==> config.mk <==
export PLATFORM = sky130hd
export DESIGN_NAME = vector_distance_dot_unit_flat
export DESIGN_NICKNAME = d
export VERILOG_FILES = /design/src/rtl/vdd_pkg.sv /design/src/rtl/vdd_if.sv /design/src/rtl/vdd_ctrl.sv /design/src/rtl/vdd_datapath.sv /design/src/rtl/vector_distance_dot_unit.sv /design/src/flat_wrapper.sv
export SDC_FILE = /design/constraint.sdc
export NUM_CORES = 2
export LEC_CHECK = 0
export ABC_AREA = 1
export BUFFER_PORTS_ARGS = -buffer_cell sky130_fd_sc_hd__buf_2
export CAP_MARGIN = 20
export CORE_ASPECT_RATIO = 1.5
export CORE_MARGIN = 1
export CORE_UTILIZATION = 35
export DETAILED_ROUTE_END_ITERATION = 6
export PLACE_DENSITY = 0.55
export SLEW_MARGIN = 10
export SYNTH_ARGS = -nofsm -noshare
export SYNTH_HDL_FRONTEND = slang
export SYNTH_HIERARCHICAL = 1
export SYNTH_SLANG_ARGS = --single-unit
==> constraint.sdc <==
create_clock -name clk -period 10.11 [get_ports clk]
set_input_delay 1.011 -clock clk [delete_from_list [all_inputs] [get_ports clk]]
set_output_delay 1.011 -clock clk [all_outputs]
set_load 0.02 [all_outputs]
==> src/rtl/vdd_pkg.sv <==
// Package with the types, constants and control structs of the vector distance and dot unit.
package vdd_pkg;

  localparam int COMPONENT_WIDTH = 32;
  localparam int COMP_PORT_W     = 32;
  localparam int VALUE_W         = 64;
  localparam int MODE_W          = 3;
  localparam int SQRT_STEPS      = VALUE_W / 2;
  localparam int SQRT_CNT_W      = $clog2(SQRT_STEPS);

  localparam logic [VALUE_W-1:0] SQRT_TOP_BIT = {2'b01, {(VALUE_W-2){1'b0}}};

  typedef logic [MODE_W-1:0] mode_t;

  localparam mode_t MODE_ADD   = 3'd0;
  localparam mode_t MODE_SUB   = 3'd1;
  localparam mode_t MODE_DOT   = 3'd2;
  localparam mode_t MODE_DIST  = 3'd3;
  localparam mode_t MODE_EQ    = 3'd4;
  localparam mode_t MODE_RESET = MODE_DIST;

  typedef enum logic [2:0] {
    ST_IDLE,
    ST_OPER,
    ST_MUL,
    ST_ACC,
    ST_SQINIT,
    ST_SQRT,
    ST_EMIT
  } state_t;

  typedef struct packed {
    logic load;
    logic oper;
    logic mul;
    logic acc;
    logic sq_init;
    logic sq_step;
    logic emit;
    logic clear;
  } cmd_t;

  typedef struct packed {
    mode_t mode;
    logic  last;
  } status_t;

endpackage

==> src/rtl/vdd_if.sv <==
// Channel interfaces for the input, result and configuration transactions.
interface vdd_in_if;
  logic                                   valid;
  logic                                   ready;
  logic signed [vdd_pkg::COMP_PORT_W-1:0] component_a;
  logic signed [vdd_pkg::COMP_PORT_W-1:0] component_b;
  logic                                   last_element;

  modport source (output valid, output component_a, output component_b,
                  output last_element, input ready);
  modport sink (input valid, input component_a, input component_b,
                input last_element, output ready);
endinterface

interface vdd_out_if;
  logic                               valid;
  logic                               ready;
  logic signed [vdd_pkg::VALUE_W-1:0] value;
  logic                               is_equal;
  logic                               overflow;
  logic                               last_result;

  modport source (output valid, output value, output is_equal, output overflow,
                  output last_result, input ready);
  modport sink (input valid, input value, input is_equal, input overflow,
                input last_result, output ready);
endinterface

interface vdd_cfg_if;
  logic                 valid;
  logic                 ready;
  logic [vdd_pkg::MODE_W-1:0] mode;

  modport source (output valid, output mode, input ready);
  modport sink (input valid, input mode, output ready);
endinterface

==> src/rtl/vdd_ctrl.sv <==
// Controller state machine that sequences each transaction through the datapath.
module vdd_ctrl (
  input  logic             clk,
  input  logic             rst_n,
  input  logic             in_valid,
  output logic             in_ready,
  output logic             out_valid,
  input  logic             out_ready,
  input  vdd_pkg::status_t status,
  output vdd_pkg::cmd_t    cmd
);

  vdd_pkg::state_t                 state_r, state_nxt;
  logic [vdd_pkg::SQRT_CNT_W-1:0]  sq_cnt_r, sq_cnt_nxt;
  logic                            out_valid_r, out_valid_nxt;
  logic                            out_free;

  assign out_free  = !out_valid_r || out_ready;
  assign out_valid = out_valid_r;

  always_ff @(posedge clk) begin
    if (!rst_n) begin
      state_r     <= vdd_pkg::ST_IDLE;
      sq_cnt_r    <= '0;
      out_valid_r <= 1'b0;
    end else begin
      state_r     <= state_nxt;
      sq_cnt_r    <= sq_cnt_nxt;
      out_valid_r <= out_valid_nxt;
    end
  end

  always_comb begin
    state_nxt     = state_r;
    sq_cnt_nxt    = sq_cnt_r;
    out_valid_nxt = out_valid_r && !out_ready;
    in_ready      = 1'b0;
    cmd           = '0;
    case (state_r)
      vdd_pkg::ST_IDLE: begin
        in_ready = 1'b1;
        if (in_valid) begin
          cmd.load  = 1'b1;
          state_nxt = vdd_pkg::ST_OPER;
        end
      end
      vdd_pkg::ST_OPER: begin
        cmd.oper = 1'b1;
        case (status.mode)
          vdd_pkg::MODE_ADD, vdd_pkg::MODE_SUB: begin
            state_nxt = vdd_pkg::ST_EMIT;
          end
          vdd_pkg::MODE_DOT, vdd_pkg::MODE_DIST: begin
            state_nxt = vdd_pkg::ST_MUL;
          end
          vdd_pkg::MODE_EQ: begin
            state_nxt = status.last ? vdd_pkg::ST_EMIT : vdd_pkg::ST_IDLE;
          end
          default: begin
            cmd.clear = status.last;
            state_nxt = vdd_pkg::ST_IDLE;
          end
        endcase
      end
      vdd_pkg::ST_MUL: begin
        cmd.mul   = 1'b1;
        state_nxt = vdd_pkg::ST_ACC;
      end
      vdd_pkg::ST_ACC: begin
        cmd.acc = 1'b1;
        if (!status.last) begin
          state_nxt = vdd_pkg::ST_IDLE;
        end else if (status.mode == vdd_pkg::MODE_DIST) begin
          state_nxt = vdd_pkg::ST_SQINIT;
        end else begin
          state_nxt = vdd_pkg::ST_EMIT;
        end
      end
      vdd_pkg::ST_SQINIT: begin
        cmd.sq_init = 1'b1;
        sq_cnt_nxt  = '0;
        state_nxt   = vdd_pkg::ST_SQRT;
      end
      vdd_pkg::ST_SQRT: begin
        cmd.sq_step = 1'b1;
        sq_cnt_nxt  = sq_cnt_r + 1'b1;
        if (sq_cnt_r == vdd_pkg::SQRT_CNT_W'(vdd_pkg::SQRT_STEPS - 1)) begin
          state_nxt = vdd_pkg::ST_EMIT;
        end
      end
      vdd_pkg::ST_EMIT: begin
        if (out_free) begin
          cmd.emit      = 1'b1;
          cmd.clear     = status.last;
          out_valid_nxt = 1'b1;
          state_nxt     = vdd_pkg::ST_IDLE;
        end
      end
      default: begin
        state_nxt = vdd_pkg::ST_IDLE;
      end
    endcase
  end

endmodule

==> src/rtl/vdd_datapath.sv <==
// Datapath with operand stage, multiplier, saturating accumulator, square root and result register.
module vdd_datapath #(
  parameter int COMPONENT_WIDTH = vdd_pkg::COMPONENT_WIDTH
) (
  input  logic                                   clk,
  input  logic                                   rst_n,
  input  vdd_pkg::cmd_t                          cmd,
  output vdd_pkg::status_t                       status,
  input  logic                                   cfg_write,
  input  vdd_pkg::mode_t                         cfg_mode,
  input  logic signed [vdd_pkg::COMP_PORT_W-1:0] component_a,
  input  logic signed [vdd_pkg::COMP_PORT_W-1:0] component_b,
  input  logic                                   last_element,
  output logic signed [vdd_pkg::VALUE_W-1:0]     value,
  output logic                                   is_equal,
  output logic                                   overflow,
  output logic                                   last_result
);

  localparam int CW = COMPONENT_WIDTH;
  localparam int VW = vdd_pkg::VALUE_W;
  localparam int PW = (2 * CW + 2 > VW) ? 2 * CW + 2 : VW;

  vdd_pkg::mode_t          mode_r;
  logic signed [CW-1:0]    a_r, b_r;
  logic                    last_r;
  logic signed [CW-1:0]    addsub_r;
  logic                    addsub_ov_r;
  logic signed [CW:0]      mul_x_r, mul_y_r;
  logic signed [VW-1:0]    prod_r;
  logic [VW-1:0]           acc_r;
  logic                    all_equal_r;
  logic                    sticky_r;
  logic [VW-1:0]           sq_n_r, sq_res_r, sq_bit_r;
  logic signed [VW-1:0]    value_r;
  logic                    is_equal_r, overflow_r, last_result_r;

  logic signed [CW:0]      a_ext, b_ext, sum, diff, mag;
  logic                    sum_ov;
  logic signed [CW-1:0]    sum_sat;
  logic signed [2*CW+1:0]  prod_full;
  logic signed [PW-1:0]    prod_ext;
  logic                    acc_signed;
  logic [VW:0]             acc_sum;
  logic                    acc_ov;
  logic [VW-1:0]           acc_sat;
  logic [VW-1:0]           sq_try;
  logic                    sq_fit;

  assign status.mode = mode_r;
  assign status.last = last_r;

  assign a_ext   = (CW+1)'(a_r);
  assign b_ext   = (CW+1)'(b_r);
  assign sum     = (mode_r == vdd_pkg::MODE_SUB) ? a_ext - b_ext : a_ext + b_ext;
  assign sum_ov  = sum[CW] != sum[CW-1];
  assign sum_sat = sum[CW] ? {1'b1, {(CW-1){1'b0}}} : {1'b0, {(CW-1){1'b1}}};
  assign diff    = a_ext - b_ext;
  assign mag     = diff[CW] ? -diff : diff;

  assign prod_full = mul_x_r * mul_y_r;
  assign prod_ext  = PW'(prod_full);

  assign acc_signed = mode_r == vdd_pkg::MODE_DOT;
  assign acc_sum    = {acc_signed & acc_r[VW-1], acc_r} + {acc_signed & prod_r[VW-1], prod_r};
  assign acc_ov     = acc_signed ? (acc_sum[VW] != acc_sum[VW-1]) : acc_sum[VW];
  assign acc_sat    = !acc_signed ? {VW{1'b1}} :
                      prod_r[VW-1] ? {1'b1, {(VW-1){1'b0}}} : {1'b0, {(VW-1){1'b1}}};

  assign sq_try = sq_res_r + sq_bit_r;
  assign sq_fit = sq_n_r >= sq_try;

  always_ff @(posedge clk) begin
    if (!rst_n) begin
      mode_r <= vdd_pkg::MODE_RESET;
    end else if (cfg_write) begin
      mode_r <= cfg_mode;
    end
  end

  always_ff @(posedge clk) begin
    if (!rst_n) begin
      acc_r       <= '0;
      all_equal_r <= 1'b1;
      sticky_r    <= 1'b0;
    end else if (cmd.clear) begin
      acc_r       <= '0;
      all_equal_r <= 1'b1;
      sticky_r    <= 1'b0;
    end else begin
      if (cmd.oper && mode_r == vdd_pkg::MODE_EQ && a_r != b_r) begin
        all_equal_r <= 1'b0;
      end
      if (cmd.acc) begin
        if (acc_ov) begin
          acc_r    <= acc_sat;
          sticky_r <= 1'b1;
        end else begin
          acc_r <= acc_sum[VW-1:0];
        end
      end
    end
  end

  always_ff @(posedge clk) begin
    if (cmd.load) begin
      a_r    <= component_a[CW-1:0];
      b_r    <= component_b[CW-1:0];
      last_r <= last_element;
    end
    if (cmd.oper) begin
      addsub_r    <= sum_ov ? sum_sat : sum[CW-1:0];
      addsub_ov_r <= sum_ov;
      if (mode_r == vdd_pkg::MODE_DOT) begin
        mul_x_r <= a_ext;
        mul_y_r <= b_ext;
      end else begin
        mul_x_r <= mag;
        mul_y_r <= mag;
      end
    end
    if (cmd.mul) begin
      prod_r <= prod_ext[VW-1:0];
    end
    if (cmd.sq_init) begin
      sq_n_r   <= acc_r;
      sq_res_r <= '0;
      sq_bit_r <= vdd_pkg::SQRT_TOP_BIT;
    end else if (cmd.sq_step) begin
      if (sq_fit) begin
        sq_n_r   <= sq_n_r - sq_try;
        sq_res_r <= (sq_res_r >> 1) + sq_bit_r;
      end else begin
        sq_res_r <= sq_res_r >> 1;
      end
      sq_bit_r <= sq_bit_r >> 2;
    end
    if (cmd.emit) begin
      last_result_r <= last_r;
      case (mode_r)
        vdd_pkg::MODE_ADD, vdd_pkg::MODE_SUB: begin
          value_r    <= VW'(addsub_r);
          is_equal_r <= 1'b0;
          overflow_r <= addsub_ov_r;
        end
        vdd_pkg::MODE_DOT: begin
          value_r    <= acc_r;
          is_equal_r <= 1'b0;
          overflow_r <= sticky_r;
        end
        vdd_pkg::MODE_DIST: begin
          value_r    <= sq_res_r;
          is_equal_r <= 1'b0;
          overflow_r <= sticky_r;
        end
        default: begin
          value_r    <= '0;
          is_equal_r <= all_equal_r;
          overflow_r <= 1'b0;
        end
      endcase
    end
  end

  assign value       = value_r;
  assign is_equal    = is_equal_r;
  assign overflow    = overflow_r;
  assign last_result = last_result_r;

endmodule

==> src/rtl/vector_distance_dot_unit.sv <==
// Top level of the vector distance and dot product unit.
//
//   channel    direction  transaction payload
//   cfg_chan   in         mode
//   in_chan    in         component_a, component_b, last_element
//   out_chan   out        value, is_equal, overflow, last_result
//
// Add and subtract pass each pair through load, operand and emit; equality and the unused
// modes through load and operand, and the last pair of an equality test also emits. Dot
// product and distance add multiply and accumulate; their last pair also emits, a distance
// after a one-bit-per-cycle square root over the 64-bit accumulator. One pair at a time.
// Reset (synchronous, active low) sets mode to distance and clears the accumulator.
// A waiting result holds the unit only when the next result is ready to be written.
module vector_distance_dot_unit #(
  parameter int COMPONENT_WIDTH = vdd_pkg::COMPONENT_WIDTH
) (
  input  logic          clk,
  input  logic          rst_n,
  vdd_cfg_if.sink       cfg_chan,
  vdd_in_if.sink        in_chan,
  vdd_out_if.source     out_chan
);

  vdd_pkg::cmd_t    cmd;
  vdd_pkg::status_t status;

  assign cfg_chan.ready = 1'b1;

  vdd_ctrl u_ctrl (
    .clk       (clk),
    .rst_n     (rst_n),
    .in_valid  (in_chan.valid),
    .in_ready  (in_chan.ready),
    .out_valid (out_chan.valid),
    .out_ready (out_chan.ready),
    .status    (status),
    .cmd       (cmd)
  );

  vdd_datapath #(
    .COMPONENT_WIDTH (COMPONENT_WIDTH)
  ) u_datapath (
    .clk          (clk),
    .rst_n        (rst_n),
    .cmd          (cmd),
    .status       (status),
    .cfg_write    (cfg_chan.valid),
    .cfg_mode     (cfg_chan.mode),
    .component_a  (in_chan.component_a),
    .component_b  (in_chan.component_b),
    .last_element (in_chan.last_element),
    .value        (out_chan.value),
    .is_equal     (out_chan.is_equal),
    .overflow     (out_chan.overflow),
    .last_result  (out_chan.last_result)
  );

endmodule

==> src/flat_wrapper.sv <==
// flat-port wrapper written by rule: the top's interface ports become plain ports
module vector_distance_dot_unit_flat 
#(
  parameter int COMPONENT_WIDTH = vdd_pkg::COMPONENT_WIDTH
)
  (clk, rst_n, cfg_chan_valid, cfg_chan_mode, cfg_chan_ready, in_chan_valid, in_chan_component_a, in_chan_component_b, in_chan_last_element, in_chan_ready, out_chan_valid, out_chan_value, out_chan_is_equal, out_chan_overflow, out_chan_last_result, out_chan_ready);
  vdd_cfg_if cfg_chan_i ();
  vdd_in_if in_chan_i ();
  vdd_out_if out_chan_i ();
  input  logic clk;
  input  logic rst_n;
  input wire logic [$bits(cfg_chan_i.valid)-1:0] cfg_chan_valid;
  input wire logic [$bits(cfg_chan_i.mode)-1:0] cfg_chan_mode;
  output wire logic [$bits(cfg_chan_i.ready)-1:0] cfg_chan_ready;
  input wire logic [$bits(in_chan_i.valid)-1:0] in_chan_valid;
  input wire logic [$bits(in_chan_i.component_a)-1:0] in_chan_component_a;
  input wire logic [$bits(in_chan_i.component_b)-1:0] in_chan_component_b;
  input wire logic [$bits(in_chan_i.last_element)-1:0] in_chan_last_element;
  output wire logic [$bits(in_chan_i.ready)-1:0] in_chan_ready;
  output wire logic [$bits(out_chan_i.valid)-1:0] out_chan_valid;
  output wire logic [$bits(out_chan_i.value)-1:0] out_chan_value;
  output wire logic [$bits(out_chan_i.is_equal)-1:0] out_chan_is_equal;
  output wire logic [$bits(out_chan_i.overflow)-1:0] out_chan_overflow;
  output wire logic [$bits(out_chan_i.last_result)-1:0] out_chan_last_result;
  input wire logic [$bits(out_chan_i.ready)-1:0] out_chan_ready;
  assign cfg_chan_i.valid = cfg_chan_valid;
  assign cfg_chan_i.mode = cfg_chan_mode;
  assign cfg_chan_ready = cfg_chan_i.ready;
  assign in_chan_i.valid = in_chan_valid;
  assign in_chan_i.component_a = in_chan_component_a;
  assign in_chan_i.component_b = in_chan_component_b;
  assign in_chan_i.last_element = in_chan_last_element;
  assign in_chan_ready = in_chan_i.ready;
  assign out_chan_valid = out_chan_i.valid;
  assign out_chan_value = out_chan_i.value;
  assign out_chan_is_equal = out_chan_i.is_equal;
  assign out_chan_overflow = out_chan_i.overflow;
  assign out_chan_last_result = out_chan_i.last_result;
  assign out_chan_i.ready = out_chan_ready;
  vector_distance_dot_unit #(.COMPONENT_WIDTH(COMPONENT_WIDTH)) u_core (.clk(clk), .rst_n(rst_n), .cfg_chan(cfg_chan_i), .in_chan(in_chan_i), .out_chan(out_chan_i));
endmodule
==> flow_summary_export.csv <==
group,metric,value,unit
worst_setup_path,cp_max_fo,18,
timing,slew_violations,0,
detailed_routing,drc,0,
synthesis,netlist_area,0.0812,sq mm
detailed_routing,drt-initial-drc-count,5134,
detailed_routing,dr.pass1.iters,5,
synthesis,yosys.area.top_type,"fa_1",
detailed_routing,vias,72016,
detailed_routing,ant_nets,0,
clocking,cts-resized-gates,0,
synthesis,synth.yosys.seq_area_share,17.6,%
clocking,cts.clk_slew.worst_paths,0.08,ns
synthesis,ys_warn_count,6,
timing,clock_skew,0.0900,ns
clocking,htree_levels,2,
synthesis,synth_mux_area_share,0,%
layout,area.growth.synth_to_final,7.69,%
worst_setup_path,crit_family,"adder cells",
worst_setup_path,crit_chain,"buf_4 -> nand2_1 -> fa_1 -> fa_1 -> fa_1 -> inv_1 -> fa_1 -> fa_1 -> fa_1 -> fa_1 -> inv_1 -> fa_1 -> inv_1 -> ha_1 -> nand2_1 -> nor2_1 -> nand2_1 -> nor4_1 -> nand3_1 -> nand3_1 -> a31oi_1 -> xnor2_1",
floorplan,fp-row-count,216,
worst_setup_path,cp.arrival,9.37,ns
worst_setup_path,crit_type,"reg -> reg",
clocking,numClockSinks,533,
timing,finalSetupViolCount,0,
timing,maxSlewHeadroom,20.1,%
timing,fin_tns_setup,0,ns
clocking,cts_max_path_buffers,3,
synthesis,synth_common_cells,"2642 x nand2_1, 2550 x inv_1, 1129 x fa_1, 724 x nor2_1, 621 x a21oi_1",
floorplan,core_area,0.231,sq mm
timing,max_freq,0.112,GHz
synthesis,synth_top_family_by_area,"adder cells",
placement,place.gp.congestion,1.05,
placement,post-place-ws,1.40,ns
synthesis,syn_area_per_cell,7.42,sq um
synthesis,yosysMostFrequentCell,"nand2_1",
clocking,cts-root-buf,"clkbuf_16",
outcome,status,"finished, final reports clean",
global_routing,grt_pass1_wl,490000,um
timing,min_period_over_period,88.3,%
detailed_routing,routed_via_density,5.16,
timing,rsz0062_at_grt,"no",
layout,fin_nets,12531,
synthesis,synth-seq-cells,533,
timing,period_needed,8.93,ns
timing,worst_pin_slew,1.20,ns
layout,layout-drive-gt1-share,4.90,%
worst_setup_path,slowest_delay,1.05,ns
synthesis,syn_nets,12617,
clocking,post_cts_buffers,0,
clocking,insertion_delay,0.76,ns
detailed_routing,drt_wl_total,334000,um
worst_hold_path,hold_class,"in -> reg",
synthesis,synth.distinct_cells,64,
placement,hpwl,279000,um
synthesis,syn_inst,10942,
global_routing,overflow,0,
global_routing,grt_max_degree,81,
timing,fin_ws,1.18,ns
floorplan,die-height,592,um
floorplan,initial_core_util,35.2,%
synthesis,synthXorXnorAreaFrac,2.85,%
detailed_routing,wl_per_cell,23.9,um
floorplan,die_x,395,um
synthesis,synth_edf_count,359,
timing,finalHoldViolCount,0,
floorplan,io_pins,143,
synthesis,synth-compound-area-share,10.1,%
synthesis,yosysTopAreaCellShare,27.8,%
worst_setup_path,required,10.56,ns
global_routing,grt_usage,28.5,%
run,maxCapViolations,0,
layout,nFillCells,24464,
worst_setup_path,worstSetupStartpointType,"flop",
floorplan,dieArea,0.234,sq mm
clocking,cts_buffers,61,
worst_setup_path,worstPathBufferInverterCount,4,
global_routing,antenna_found_initial,12,
synthesis,async_flop_share,0,%
placement,port_buffers,141,
clocking,cts_hold_buf,0,
worst_setup_path,critPathCaptureType,"flop",
global_routing,first_global_vias,76675,
synthesis,synth-simple-area-share,20.2,%
synthesis,synth_fa_ha_area_share,35.1,%
clocking,cts_tree,"yes",
synthesis,synth_top_cells_by_area,"fa_1 28%, edfxtp_1 13%, nand2_1 12%",
synthesis,ys.flop_type,"edfxtp_1",
worst_setup_path,crit_slowest_cell,"edfxtp_1",
worst_setup_path,cpMostUsedCell,"fa_1",
cell families (layout without fill, tap and decap cells):
group,after synthesis,in the layout
AOI/OAI and AO/OA,1490,1490
and+or+nand+nor,4042,4042
xor gates and xnor gates,257,257
other,1,7
buffers and inverters,3017,2984
adders and majority gates,1602,1602
DFF,533,533
area by class of cell:
class                      instances  area [sq um]  share of cell area (%)
sequential                       533         14300                    16.3
multi-input combinational       7392         55500                    63.5
antenna                            6          15.0                  0.0172
timing repair buffer             284          1930                    2.20
clock buffer                      72          1670                    1.91
inverter                        2584          9710                    11.1
tap                             3052          3820                    4.37
clock inverter                    44           508                   0.581
metrics by stage:
step	hold WS [ns]	std cells	utilization (%)	area (sq um)
2_1_floorplan	0.419	10942	-	81200
3_3_place_gp	0.435	13840	36.9	85200
3_5_place_dp	0.441	13842	36.9	85200
4_1_cts	0.379	13958	37.9	87400
5_1_grt	0.407	13962	37.9	87400
6_report	0.427	13967	37.9	87400
cells in the final DEF (no fill, tap or decap), drive strengths merged, types with 45 or more instances in the layout:
cell type,synthesis,final
a21oi,622,622
buf,62,283
clkbuf,371,73
dfxtp,174,174
edfxtp,359,359
fa,1129,1129
ha,473,473
inv,2581,2585
nand2,2655,2655
nand3,424,424
nand4,52,52
nor2,745,745
nor3,67,67
o211ai,47,47
o21ai,572,572
o221ai,45,45
xnor2,79,79
xor2,178,178
path summary, 6_finish.rpt:
| path | start | cells past startpoint | slack, ns | to |
|---|---|---|---|---|
| worst max-delay path | u_core/u_datapath/mul_y_r[10] | 22 | 1.18 | u_core/u_datapath/prod_r[53] |
| worst min register to register | u_core/u_datapath/all_equal_r | 2 | 0.46 | u_core/u_datapath/all_equal_r |
| worst max register to register | u_core/u_datapath/mul_y_r[10] | 22 | 1.18 | u_core/u_datapath/prod_r[53] |
| worst min-delay path | in_chan_component_a[17] | 1 | 0.43 | u_core/u_datapath/a_r[17] |
sequential cells by signal, indices dropped and copies added, names as in the netlist, 3 cells and up:
| signal | cells |
|---|---|
| u_core/u_ctrl/sq_cnt_r | 5 |
| u_core/u_ctrl/state_r | 3 |
| u_core/u_datapath/a_r | 32 |
| u_core/u_datapath/acc_r | 64 |
| u_core/u_datapath/addsub_r | 32 |
| u_core/u_datapath/b_r | 32 |
| u_core/u_datapath/mode_r | 3 |
| u_core/u_datapath/mul_x_r | 33 |
| u_core/u_datapath/mul_y_r | 33 |
| u_core/u_datapath/prod_r | 64 |
| u_core/u_datapath/sq_bit_r | 32 |
| u_core/u_datapath/sq_n_r | 64 |
| u_core/u_datapath/sq_res_r | 64 |
| u_core/u_datapath/value | 64 |
routing by layer:
| metal | up-vias | global-route usage, % | wire length, um |
|---|---|---|---|
| li1 | 33136 | - | - |
| met1 | 35497 | 29.8 | 118000 |
| met2 | 2446 | 52.6 | 172000 |
| met3 | 921 | 3.13 | 16000 |
| met4 | 16 | 20.4 | 28200 |
| met5 | - | 0 | 96 |
Power is left out: the tool's default activity adds up to more than one toggle a clock period on the data nets, which glitch-free logic cannot reach.
